[src/hdl/usn_pkg.sv]
package usn_pkg;

  // Work handed from the byte classifier to the output stage.
  typedef enum logic [1:0] {
    ACT_SEP  = 2'd0,
    ACT_CHAR = 2'd1,
    ACT_END  = 2'd2
  } act_e;

  typedef struct packed {
    act_e       act;
    logic [6:0] ch;
  } q_entry_t;

  localparam int unsigned LenW = 12;
  localparam logic [LenW-1:0] MaxLenReset = 12'd511;

  localparam logic [6:0] CharSpace = 7'h20;

endpackage

[src/hdl/usn_front.sv]
module usn_front (
  input  logic              clk_i,
  input  logic              rst_ni,
  input  logic              in_valid_i,
  output logic              in_ready_o,
  input  logic [7:0]        in_byte_i,
  output logic              push_o,
  output usn_pkg::q_entry_t push_data_o,
  input  logic              q_full_i
);

  typedef enum logic [2:0] {
    KIND_NONE    = 3'd0,
    KIND_ACCENT  = 3'd1,
    KIND_E2      = 3'd2,
    KIND_TM      = 3'd3,
    KIND_STAR    = 3'd4,
    KIND_SPARKLE = 3'd5,
    KIND_PLAIN   = 3'd6
  } kind_e;

  localparam logic [7:0] ByteC3   = 8'hC3;
  localparam logic [7:0] ByteE2   = 8'hE2;
  localparam logic [7:0] ByteF0   = 8'hF0;
  localparam logic [7:0] ByteTm1  = 8'h84;
  localparam logic [7:0] ByteTm2  = 8'hA2;
  localparam logic [7:0] ByteSt1  = 8'h98;
  localparam logic [7:0] ByteSt2  = 8'h85;
  localparam logic [7:0] ByteSp1  = 8'h9F;
  localparam logic [7:0] ByteSp2  = 8'h8C;

  kind_e      kind_q, kind_d;
  logic [1:0] swallow_q, swallow_d;
  logic       match_q, match_d;
  logic       accept;
  logic       push;
  usn_pkg::q_entry_t ent;

  function automatic logic [6:0] fold_accent(input logic [7:0] b);
    logic [6:0] r;
    case (b)
      8'hA1, 8'h81: r = 7'h61;
      8'hA9, 8'h89: r = 7'h65;
      8'hAD, 8'h8D: r = 7'h69;
      8'hB3, 8'h93: r = 7'h6F;
      8'hBA, 8'h9A: r = 7'h75;
      8'hB1, 8'h91: r = 7'h6E;
      default:      r = 7'h00;
    endcase
    return r;
  endfunction

  assign in_ready_o = !q_full_i;
  assign accept     = in_valid_i && !q_full_i;

  always_comb begin
    logic       hit;
    logic [6:0] folded;
    kind_d    = kind_q;
    swallow_d = swallow_q;
    match_d   = match_q;
    push      = 1'b0;
    ent.act   = usn_pkg::ACT_SEP;
    ent.ch    = '0;
    hit       = 1'b0;
    folded    = fold_accent(in_byte_i);
    if (in_byte_i == 8'h00) begin
      push      = 1'b1;
      ent.act   = usn_pkg::ACT_END;
      kind_d    = KIND_NONE;
      swallow_d = 2'd0;
      match_d   = 1'b0;
    end else if (swallow_q != 2'd0) begin
      // Any nonzero byte after a lead byte counts as a continuation byte.
      if (kind_q == KIND_E2 && swallow_q == 2'd2) begin
        if (in_byte_i == ByteTm1) begin
          kind_d = KIND_TM;
        end else if (in_byte_i == ByteSt1) begin
          kind_d = KIND_STAR;
        end else begin
          match_d = 1'b0;
        end
      end else begin
        hit = (kind_q == KIND_TM && swallow_q == 2'd1 && in_byte_i == ByteTm2) ||
              (kind_q == KIND_STAR && swallow_q == 2'd1 && in_byte_i == ByteSt2) ||
              (kind_q == KIND_SPARKLE && swallow_q == 2'd2 && in_byte_i == ByteSp2) ||
              (kind_q == KIND_SPARKLE && swallow_q != 2'd2 && in_byte_i == ByteSp1);
        if (!hit) begin
          match_d = 1'b0;
        end
      end
      swallow_d = swallow_q - 2'd1;
      if (swallow_d == 2'd0) begin
        if (kind_q == KIND_ACCENT) begin
          push = 1'b1;
          if (folded != 7'h00) begin
            ent.act = usn_pkg::ACT_CHAR;
            ent.ch  = folded;
          end
        end else if (!((kind_q == KIND_E2 || kind_q == KIND_TM || kind_q == KIND_STAR ||
                        kind_q == KIND_SPARKLE) && match_d)) begin
          push = 1'b1;
        end
        kind_d  = KIND_NONE;
        match_d = 1'b0;
      end
    end else begin
      if (in_byte_i[7] == 1'b0) begin
        push = 1'b1;
        if ((in_byte_i >= 8'h30 && in_byte_i <= 8'h39) ||
            (in_byte_i >= 8'h61 && in_byte_i <= 8'h7A)) begin
          ent.act = usn_pkg::ACT_CHAR;
          ent.ch  = in_byte_i[6:0];
        end else if (in_byte_i >= 8'h41 && in_byte_i <= 8'h5A) begin
          ent.act = usn_pkg::ACT_CHAR;
          ent.ch  = in_byte_i[6:0] | 7'h20;
        end
      end else if (in_byte_i == ByteC3) begin
        kind_d = KIND_ACCENT; swallow_d = 2'd1; match_d = 1'b0;
      end else if (in_byte_i == ByteE2) begin
        kind_d = KIND_E2; swallow_d = 2'd2; match_d = 1'b1;
      end else if (in_byte_i == ByteF0) begin
        kind_d = KIND_SPARKLE; swallow_d = 2'd3; match_d = 1'b1;
      end else if (in_byte_i[7:5] == 3'b110) begin
        kind_d = KIND_PLAIN; swallow_d = 2'd1; match_d = 1'b0;
      end else if (in_byte_i[7:4] == 4'b1110) begin
        kind_d = KIND_PLAIN; swallow_d = 2'd2; match_d = 1'b0;
      end else if (in_byte_i[7:3] == 5'b11110) begin
        kind_d = KIND_PLAIN; swallow_d = 2'd3; match_d = 1'b0;
      end else begin
        // Stray continuation bytes and 0xF8..0xFF act as a separator.
        push = 1'b1;
      end
    end
  end

  assign push_o      = accept && push;
  assign push_data_o = ent;

  always_ff @(posedge clk_i or negedge rst_ni) begin
    if (!rst_ni) begin
      kind_q    <= KIND_NONE;
      swallow_q <= 2'd0;
      match_q   <= 1'b0;
    end else if (accept) begin
      kind_q    <= kind_d;
      swallow_q <= swallow_d;
      match_q   <= match_d;
    end
  end

endmodule

[src/hdl/usn_queue.sv]
module usn_queue #(
  parameter int unsigned Depth = 4
) (
  input  logic              clk_i,
  input  logic              rst_ni,
  input  logic              push_i,
  input  usn_pkg::q_entry_t push_data_i,
  output logic              full_o,
  input  logic              pop_i,
  output logic              valid_o,
  output usn_pkg::q_entry_t head_o
);

  localparam int unsigned AddrW = (Depth > 1) ? $clog2(Depth) : 1;
  localparam int unsigned CntW  = $clog2(Depth + 1);

  usn_pkg::q_entry_t mem_q [Depth];
  logic [AddrW-1:0]  wr_ptr_q, rd_ptr_q;
  logic [CntW-1:0]   cnt_q;
  logic              do_push, do_pop;

  assign full_o  = (cnt_q == CntW'(Depth));
  assign valid_o = (cnt_q != '0);
  assign head_o  = mem_q[rd_ptr_q];
  assign do_push = push_i && !full_o;
  assign do_pop  = pop_i && valid_o;

  always_ff @(posedge clk_i) begin
    if (do_push) begin
      mem_q[wr_ptr_q] <= push_data_i;
    end
  end

  always_ff @(posedge clk_i or negedge rst_ni) begin
    if (!rst_ni) begin
      wr_ptr_q <= '0;
      rd_ptr_q <= '0;
      cnt_q    <= '0;
    end else begin
      if (do_push) begin
        wr_ptr_q <= (wr_ptr_q == AddrW'(Depth - 1)) ? '0 : wr_ptr_q + 1'b1;
      end
      if (do_pop) begin
        rd_ptr_q <= (rd_ptr_q == AddrW'(Depth - 1)) ? '0 : rd_ptr_q + 1'b1;
      end
      if (do_push && !do_pop) begin
        cnt_q <= cnt_q + 1'b1;
      end else if (do_pop && !do_push) begin
        cnt_q <= cnt_q - 1'b1;
      end
    end
  end

endmodule

[src/hdl/usn_back.sv]
module usn_back (
  input  logic                       clk_i,
  input  logic                       rst_ni,
  input  logic [usn_pkg::LenW-1:0]   max_len_i,
  input  logic                       q_valid_i,
  input  usn_pkg::q_entry_t          q_head_i,
  output logic                       q_pop_o,
  output logic                       out_valid_o,
  input  logic                       out_ready_i,
  output logic [6:0]                 out_char_o,
  output logic                       char_valid_o,
  output logic                       text_done_o,
  output logic                       last_o
);

  localparam int unsigned LenW = usn_pkg::LenW;

  logic            out_valid_q, out_valid_d;
  logic [6:0]      out_char_q, out_char_d;
  logic            out_cv_q, out_cv_d;
  logic            out_done_q, out_done_d;
  logic            out_last_q, out_last_d;
  logic            second_q, second_d;
  logic [6:0]      ch_q, ch_d;
  logic            pend_q, pend_d;
  logic [LenW-1:0] count_q, count_d;
  logic            can_load;
  logic            pop;
  logic [LenW:0]   count_plus2;

  assign can_load    = !out_valid_q || out_ready_i;
  assign count_plus2 = {1'b0, count_q} + (LenW+1)'(2);

  always_comb begin
    out_valid_d = out_valid_q && !out_ready_i;
    out_char_d  = out_char_q;
    out_cv_d    = out_cv_q;
    out_done_d  = out_done_q;
    out_last_d  = out_last_q;
    second_d    = second_q;
    ch_d        = ch_q;
    pend_d      = pend_q;
    count_d     = count_q;
    pop         = 1'b0;
    if (can_load) begin
      if (second_q) begin
        // Character that follows a released space.
        out_valid_d = 1'b1;
        out_char_d  = ch_q;
        out_cv_d    = 1'b1;
        out_done_d  = 1'b0;
        out_last_d  = 1'b1;
        second_d    = 1'b0;
      end else if (q_valid_i) begin
        pop = 1'b1;
        case (q_head_i.act)
          usn_pkg::ACT_SEP: begin
            if (count_q != '0 && !pend_q && count_q < max_len_i) begin
              pend_d = 1'b1;
            end
          end
          usn_pkg::ACT_END: begin
            out_valid_d = 1'b1;
            out_char_d  = '0;
            out_cv_d    = 1'b0;
            out_done_d  = 1'b1;
            out_last_d  = 1'b1;
            pend_d      = 1'b0;
            count_d     = '0;
          end
          usn_pkg::ACT_CHAR: begin
            if (pend_q) begin
              pend_d = 1'b0;
              if (count_plus2 <= {1'b0, max_len_i}) begin
                out_valid_d = 1'b1;
                out_char_d  = usn_pkg::CharSpace;
                out_cv_d    = 1'b1;
                out_done_d  = 1'b0;
                out_last_d  = 1'b0;
                second_d    = 1'b1;
                ch_d        = q_head_i.ch;
                count_d     = count_plus2[LenW-1:0];
              end else if (count_q < max_len_i) begin
                // No room for space plus character: both go and the string is full.
                count_d = max_len_i;
              end
            end else if (count_q < max_len_i) begin
              out_valid_d = 1'b1;
              out_char_d  = q_head_i.ch;
              out_cv_d    = 1'b1;
              out_done_d  = 1'b0;
              out_last_d  = 1'b1;
              count_d     = count_q + 1'b1;
            end
          end
          default: begin
            pop = 1'b1;
          end
        endcase
      end
    end
  end

  always_ff @(posedge clk_i) begin
    out_char_q <= out_char_d;
    out_cv_q   <= out_cv_d;
    out_done_q <= out_done_d;
    out_last_q <= out_last_d;
    ch_q       <= ch_d;
  end

  always_ff @(posedge clk_i or negedge rst_ni) begin
    if (!rst_ni) begin
      out_valid_q <= 1'b0;
      second_q    <= 1'b0;
      pend_q      <= 1'b0;
      count_q     <= '0;
    end else begin
      out_valid_q <= out_valid_d;
      second_q    <= second_d;
      pend_q      <= pend_d;
      count_q     <= count_d;
    end
  end

  assign q_pop_o      = pop;
  assign out_valid_o  = out_valid_q;
  assign out_char_o   = out_char_q;
  assign char_valid_o = out_cv_q;
  assign text_done_o  = out_done_q;
  assign last_o       = out_last_q;

endmodule

[src/hdl/utf8_search_text_normalizer_top.sv]
// Channel   Direction  Payload
// s_axis    in         tdata[7:0] = in_byte
// m_axis    out        tdata[6:0] = out_char, tuser = {text_done, char_valid}, tlast = last_of_item
// cfg       in         cfg_wdata_i[11:0] = max_out_length (write on cfg_we_i)
//
// One byte is taken per cycle while the queue has room; results leave from a registered output stage.
// A byte that releases a held space gives two results, the space and then the character, so the output
// stage stays busy with that item while the queue keeps absorbing input.
// Reset clears the sequence state, the queue, the held space, the character count, and loads
// a length limit of 511. Each side stalls on its own across the QueueDepth-entry queue.
module utf8_search_text_normalizer_top #(
  parameter int unsigned QueueDepth = 4
) (
  input  logic        clk_i,
  input  logic        rst_ni,
  input  logic        s_axis_tvalid,
  output logic        s_axis_tready,
  input  logic [7:0]  s_axis_tdata,   // [7:0] in_byte
  output logic        m_axis_tvalid,
  input  logic        m_axis_tready,
  output logic [7:0]  m_axis_tdata,   // [6:0] out_char, [7] zero
  output logic [1:0]  m_axis_tuser,   // [0] char_valid, [1] text_done
  output logic        m_axis_tlast,   // last_of_item
  input  logic        cfg_we_i,
  input  logic [11:0] cfg_wdata_i     // [11:0] max_out_length
);

  logic [usn_pkg::LenW-1:0] max_len_q;
  logic                     push, full, q_valid, pop;
  usn_pkg::q_entry_t        push_data, head;
  logic [6:0]               out_char;

  always_ff @(posedge clk_i or negedge rst_ni) begin
    if (!rst_ni) begin
      max_len_q <= usn_pkg::MaxLenReset;
    end else if (cfg_we_i) begin
      max_len_q <= cfg_wdata_i;
    end
  end

  usn_front u_front (
    .clk_i       (clk_i),
    .rst_ni      (rst_ni),
    .in_valid_i  (s_axis_tvalid),
    .in_ready_o  (s_axis_tready),
    .in_byte_i   (s_axis_tdata),
    .push_o      (push),
    .push_data_o (push_data),
    .q_full_i    (full)
  );

  usn_queue #(
    .Depth (QueueDepth)
  ) u_queue (
    .clk_i       (clk_i),
    .rst_ni      (rst_ni),
    .push_i      (push),
    .push_data_i (push_data),
    .full_o      (full),
    .pop_i       (pop),
    .valid_o     (q_valid),
    .head_o      (head)
  );

  usn_back u_back (
    .clk_i        (clk_i),
    .rst_ni       (rst_ni),
    .max_len_i    (max_len_q),
    .q_valid_i    (q_valid),
    .q_head_i     (head),
    .q_pop_o      (pop),
    .out_valid_o  (m_axis_tvalid),
    .out_ready_i  (m_axis_tready),
    .out_char_o   (out_char),
    .char_valid_o (m_axis_tuser[0]),
    .text_done_o  (m_axis_tuser[1]),
    .last_o       (m_axis_tlast)
  );

  assign m_axis_tdata = {1'b0, out_char};

endmodule
[config.mk]
export PLATFORM = sky130hd
export DESIGN_NAME = utf8_search_text_normalizer_top
export DESIGN_NICKNAME = d
export VERILOG_FILES = /design/src/hdl/usn_pkg.sv /design/src/hdl/usn_front.sv /design/src/hdl/usn_queue.sv /design/src/hdl/usn_back.sv /design/src/hdl/utf8_search_text_normalizer_top.sv
export SDC_FILE = /design/constraint.sdc
export NUM_CORES = 1
export LEC_CHECK = 0
export BUFFER_PORTS_ARGS = -buffer_cell sky130_fd_sc_hd__buf_2
export CORE_UTILIZATION = 52
export DETAILED_ROUTE_END_ITERATION = 10
export PLACE_DENSITY_LB_ADDON = 0.2
export SKIP_CTS_REPAIR_TIMING = 1
export SYNTH_ARGS = -nofsm -noshare
export SYNTH_HDL_FRONTEND = slang
export SYNTH_HIERARCHICAL = 1
export SYNTH_SLANG_ARGS = --single-unit
[constraint.sdc]
create_clock -name clk_i -period 9 [get_ports clk_i]
set_input_delay 1.35 -clock clk_i [delete_from_list [all_inputs] [get_ports clk_i]]
set_output_delay 1.35 -clock clk_i [all_outputs]
set_load 0.01 [all_outputs]
# Yosys cells after proc, flatten, opt, wreduce, memory -nomap -nowiden
# Memories as Yosys holds them, arrays and structs flattened.
# Cells that the tools add are included.
# op_classes
n_mux,107
n_reduce_logical,63
n_addsub,7
bitwise_logic,1
n_eq_ne,44
order_cmp,8
# ops
op,n
"8-bit equality test, second input constant",21
1-bit 2-to-1 mux,55
12-bit 2-to-1 mux,4
3-bit 2-to-1 mux,15
9-bit 2-to-1 mux,5
7-bit 2-to-1 mux,6
7-bit case mux with 6 select lines,1
2-bit 2-to-1 mux,12
12-bit case mux with 2 select lines,1
1-bit logical AND,22
"8-bit by 7-bit greater-or-equal comparator with 1-bit output, second input constant",2
"8-bit by 7-bit <= comparator with 1-bit output, second input constant",2
8-bit 2-to-1 mux,2
5-bit AND reduction,3
7-bit case mux with 2 select lines,1
2-bit OR reduction,7
"12-bit by 2-bit adder with 13-bit output, second input constant",1
13-bit by 12-bit <= comparator with 1-bit output,1
"12-bit by 1-bit adder with 12-bit output, second input constant",1
"3-bit equality test, second input constant",4
12-bit < comparator,1
6-bit AND reduction,2
12-bit nonzero test,1
1-bit case mux with 2 select lines,5
other kinds (28),55
# totals
reg_bits,57
inputBits,25
mem_count,1
ramBits,36
# mem_list
memory,words,word_bits,rd,rd_clocked_by_memory_dff,wr,line_no,text
u_queue.mem_q,4,9,1,0,1,usn_queue.sv:17,usn_pkg::q_entry_t mem_q [Depth];

# Longest topological paths before layout
# depth
ltp_word,22
mapped_depth,16
ltp_nobuf,15

# By module
# Netlist, hierarchy kept.
# by_module_without_submodules
mod,seq_area_each_um2,area_per_inst_um2,cells_each,instances
usn_back,885.8,2600.0,290,1
usn_queue,1256.2,1755.4,84,1
usn_front,150.1,957.2,136,1
utf8_search_text_normalizer_top,311.5,506.7,27,1

# Worst setup path before layout
# No wires, ideal clock.
# synth_path
path_type,flip-flop to flip-flop
from,register u_back.count_q[2]
to,register u_back.out_cv_q (netlist: u_back/char_valid_o) (enable)
required_ps,8620
setup_slack_ps,5219
arrival_ps,3401
path_stages_with_launch,17
path_cell_list,dfrtp_1 > ha_1 > nand2_1 > nor2_1 > nand3_1 > nor2_1 > xor2_1 > ha_1 > nand3_1 > nor4_1 > a21oi_1 > a21boi_2 > nand2b_4 > buf_8 > mux2i_1 > o21ai_0 > a21oi_1
# synth_via
elab_chain_cells,4
elab_cells_between_ends,6
cone_classes,add/sub (1); order compare (2); eq/ne (2); reduce/logical (1)
# synth_lines
item,line_no,text
"start, declared",usn_back.sv:26,"logic [LenW-1:0] count_q, count_d;"
"start signal, assigned",usn_back.sv:122,count_q <= count_d;
12-bit by 2-bit adder with 13-bit output,usn_back.sv:32,"assign count_plus2 = {1'b0, count_q} + (LenW+1)'(2);"
13-bit by 12-bit <= comparator with 1-bit output,usn_back.sv:74,"if (count_plus2 <= {1'b0, max_len_i}) begin"
4-bit by 3-bit inequality test with 1-bit output (no source line),n/a,
5-bit AND reduction (no source line) *,n/a,
"end signal, assigned",usn_back.sv:106,out_cv_q <= out_cv_d;
"end, declared",usn_back.sv:20,"logic out_cv_q, out_cv_d;"
# Mark *: on every way between the ends. The rest lies on a longest branch, timed or not.
# A chain may end at the register's enable or synchronous reset.

# Worst setup path in the final report
# layout_path
from,register u_back.count_q[2]
to,register u_back.out_char_q[3] (netlist: u_back/out_char_o[3]) (enable)
# layout_via
elab_chain_cells,4
elab_cells_between_ends,6
cone_classes,add/sub (1); order compare (2); eq/ne (2); reduce/logical (1)
# layout_lines
item,line_no,text
12-bit by 2-bit adder with 13-bit output,usn_back.sv:32,
13-bit by 12-bit <= comparator with 1-bit output,usn_back.sv:74,
4-bit by 3-bit inequality test with 1-bit output (no source line),n/a,
5-bit AND reduction (no source line) *,n/a,
"end signal, assigned",usn_back.sv:105,out_char_q <= out_char_d;
"end, declared",usn_back.sv:19,"logic [6:0] out_char_q, out_char_d;"
# Marks and branches as above.

==> metrics.md <==
| Metric | Value |
|---|---|
| Fin. Hold Viols | 0 |
| Worst vdd ir | about 0.17 mV |
| Placed Cells | around 700 |
| Area contributors post-synth | edfxtp_1 (27%), dfrtp_1 (13%), ha_1 (7.5%), dfstp_2 (4.1%), mux4_2 (3.5%) |
| CTS max path bufs | 2 |
| Worst-path maximum fanout | 12 |
| GPL Wtd Cong | 0.927 |
| Synthesis Warnings | 6 |
| Final hold slack | between 500 and 600 ps |
| Global-route wire length before repair | 20,200 um |
| P_int | 1.00 mW |
| Setup violators final | 0 |
| Core area | between 10,000 and 15,000 um2 |
| Actual slew at the worst max-slew pin | 1150 ps |
| Clock Power Share | ~16% |
| Die width | ~110 um |
| Final WL | ~12,000 um |
| Fmax | 228 MHz |
| Synth Instances | 537 |
| Layout cells sized above 1 | just over 20% |
| Pin count of the biggest net entering global routing | between 40 and 50 |
| Status | finished, final reports clean |
| Sink Count | 93 |
| Die Footprint | 11,600 um2 |
| I/O Buffers | 36 |
| Initial Util | between 50% and 60% |
| Std cell rows | 38 |
| Io pins | 38 |
| Worst setup EP type | register |
| RSZ-0062 raised after global routing | false |
| Critical Path Start Type | register |
| Type of the worst setup path | register to register |
| Post-synth ARST share | a little over two fifths |
| # diodes | 0 |
| Post-synth top area share | between 20 and 30% |
| 1st-iter DRT viols | 370 |
| Post-synth EDFFs | 53 |
| Net count after synthesis | approximately 600 |
| Setup skew after layout | ~16 ps |
| Pwr Density | ~270 nW/um2 |
| WP data required | roughly 9000 ps |
| Vias in the first global route | just under 4,000 |
| Dominant synthesized flop cell | edfxtp_1 |
| Slew headroom | a little under a quarter |
| Seq cells post-synth | 93 |
| Yosys top cell by area | edfxtp_1 |
| Max-Cap Viols | 0 |
| TNS Setup | 0 ps |
| Min Tclk post-route | roughly 4400 ps |
| Layout Cells excl Fill | 700 |
| Layout Nets | 616 |
| Largest stage delay, worst path | around 700 ps |
| Cells along the critical path | ha_1, nand2_1, nor2_1, nand3_1, nor2_1, xor2_1, ha_1, nand3_1, nor4_1, a21oi_1, a21boi_2, nand2b_4, mux2i_1, o21ai_0, a21oi_1 |
| Residual DRC count | 0 |
| Synth Cell Area | a little under 6000 um2 |
| CTS clk-pin slew, worst paths | approximately 100 ps |
| Via count | approximately 4,200 |
| DP HPWL | about 9100 um |
| Die height | between 100 and 150 um |
| TritonRoute pass-1 iters | 5 |
| Combinational Power Share | 41.1% |
| Root buf cell | clkbuf_8 |
| DR WL/cell | ~18 um |
| Initial antenna violation count | 0 |
| Switching share of total power | around two fifths |
| Layout Area Growth over Synthesis | 6.02% |
| Leak | between 2 and 2.5 nW |
| Clk Latency, worst-skew pair | around 370 ps |
| CTS tree | yes |
| Seq/Total Area, Yosys | between 40% and 50% |
| Switching Power | roughly 0.67 mW |
| Sequential power share | ~43% |
| Crit-path slowest cell | a21oi_1 |
| Via/cell ratio | between 6 and 7 |
| Final Max Slew Viols | 0 |
| HP Class | register to register |
| ANT nets after route | 0 |
| H-tree depth | 3 |
| Critical path data arrival time | 4380 ps |
| Avg Cell Area, Syn | between 10 and 15 um2 |
| Overflow after GRT | 0 |
| TritonCTS Buffers | 9 |
| Distinct cells, synth | slightly above 80 |
| Overall Global Routing Usage | between 20% and 30% |
| Tcrit/Tclk final | between 40% and 50% |
path summary, 6_finish.rpt:
| kind | from | to | slack, ps | depth (start not counted) |
|---|---|---|---|---|
| min | max_len_q[11] | max_len_q[11] | 520 | 1 |
| max reg2reg | u_back/count_q[2] | u_back/out_char_o[3] | 4620 | 15 |
| min in group asynchronous | rst_ni | u_back/count_q[9] | 1090 | 1 |
| max | u_back/count_q[2] | u_back/out_char_o[3] | 4620 | 15 |
| min reg2reg | max_len_q[11] | max_len_q[11] | 520 | 1 |
| max in group asynchronous | rst_ni | u_front/match_q | 7320 | 1 |
synth_stat cells (all sizes together) (4+ instances only):
library cell and instances:
edfxtp 53, nand2 52, o21ai 44, ha 35, nor2 35, dfrtp 31, inv 29, nand3 26
a21oi 23, buf 23, mux2 18, a31oi 10, a21o 9, dfstp 9, mux4 9, nand4 9
nand2b 8, xor2 8, xnor2 7, clkbuf 6, a22o 5, and3 5, nor2b 5, nor3 5
nor3b 5, or3 5, nor4 4, o31ai 4, o32ai 4
sequential cells by signal, indices dropped and copies added, names as in the netlist, 3 cells and up:
register           cells
max_len_q             12
u_back/ch_q            7
u_back/count_q        12
u_back/out_char_o      7
u_front/kind_q         3
u_queue/cnt_q          3
u_queue/mem_q         36
layout make-up:
cell class              count  area, um2
multi-input cells         385       2900
flip-flops and latches     93       2600
inverters                  30        113
well taps                 140        175
fillers                   942       4720
clock buffers               9        124
repair buffers             36        180
clock inverters             7       71.3
layout by cell type, fill, tap and decap left out, types with 5 or more instances in the layout:
cell type and instances:
mux2_4 12, edfxtp_1 53, xor2_1 8, inv_1 27, mux2_2 5, o21ai_1 10, nor3_1 5, a31oi_1 10
nand4_1 9, a21oi_1 18, nand2_1 50, ha_1 35, nor2_1 33, xnor2_1 7, dfrtp_1 31, a21o_1 9
mux4_2 9, clkbuf_8 9, a22o_1 5, dfstp_2 9, o21ai_0 34, and3_1 5, buf_2 36, nand3_1 25
nand2b_1 7
worst max-delay path: cells and delay by family, from the launching register on:
kind	cells	cell delay (ps)
and+or+nand+nor	7	1470
AOI/OAI and AO/OA	4	1100
DFF	1	520
adders and majority gates	2	490
xor gates and xnor gates	1	250
muxes	1	180
routing by layer:
metal / global-route usage, % / wire, um / vias up
met4: 8.12 / 264 / 0
li1: - / - / 2032
met2: 35.8 / 5690 / 141
met1: 32.2 / 5760 / 2018
met5: 0 / 0 / -
met3: 3.87 / 726 / 24
power groups by stage:
stage / Clock (mW) / Sequential (mW) / Combinational, mW
6_report: 0.272 / 0.711 / 0.687
3_3_place_gp: 0 / 0.718 / 0.679
2_1_floorplan: 0 / 0.667 / 0.571
4_1_cts: 0.277 / 0.713 / 0.687
5_1_grt: 0.293 / 0.730 / 0.768
3_5_place_dp: 0 / 0.722 / 0.684
per-stage QoR:
| stage | setup WS [ps] | total power [mW] | utilization [%] | instance area [um2] |
|---|---|---|---|---|
| final | 4620 | 1.67 | 56.7 | 6170 |
| after global routing | 4200 | 1.79 | 56.7 | 6170 |
| after CTS | 4670 | 1.68 | 56.7 | 6170 |
| after detailed placement | 4690 | 1.41 | 54.9 | 5970 |
| after global placement | 4810 | 1.40 | 54.9 | 5970 |
| after floorplan | 5220 | 1.24 | - | 5820 |
cell families after synthesis:
family                     synth area share [%]
other                                    0.0644
muxes                                      8.08
AOI/OAI and AO/OA                          14.9
xor gates and xnor gates                   2.26
DFF                                        44.7
adders and majority gates                  7.87
buffers and inverters                      5.38
and+or+nand+nor                            16.7
(Power assumes the default switching activity.)
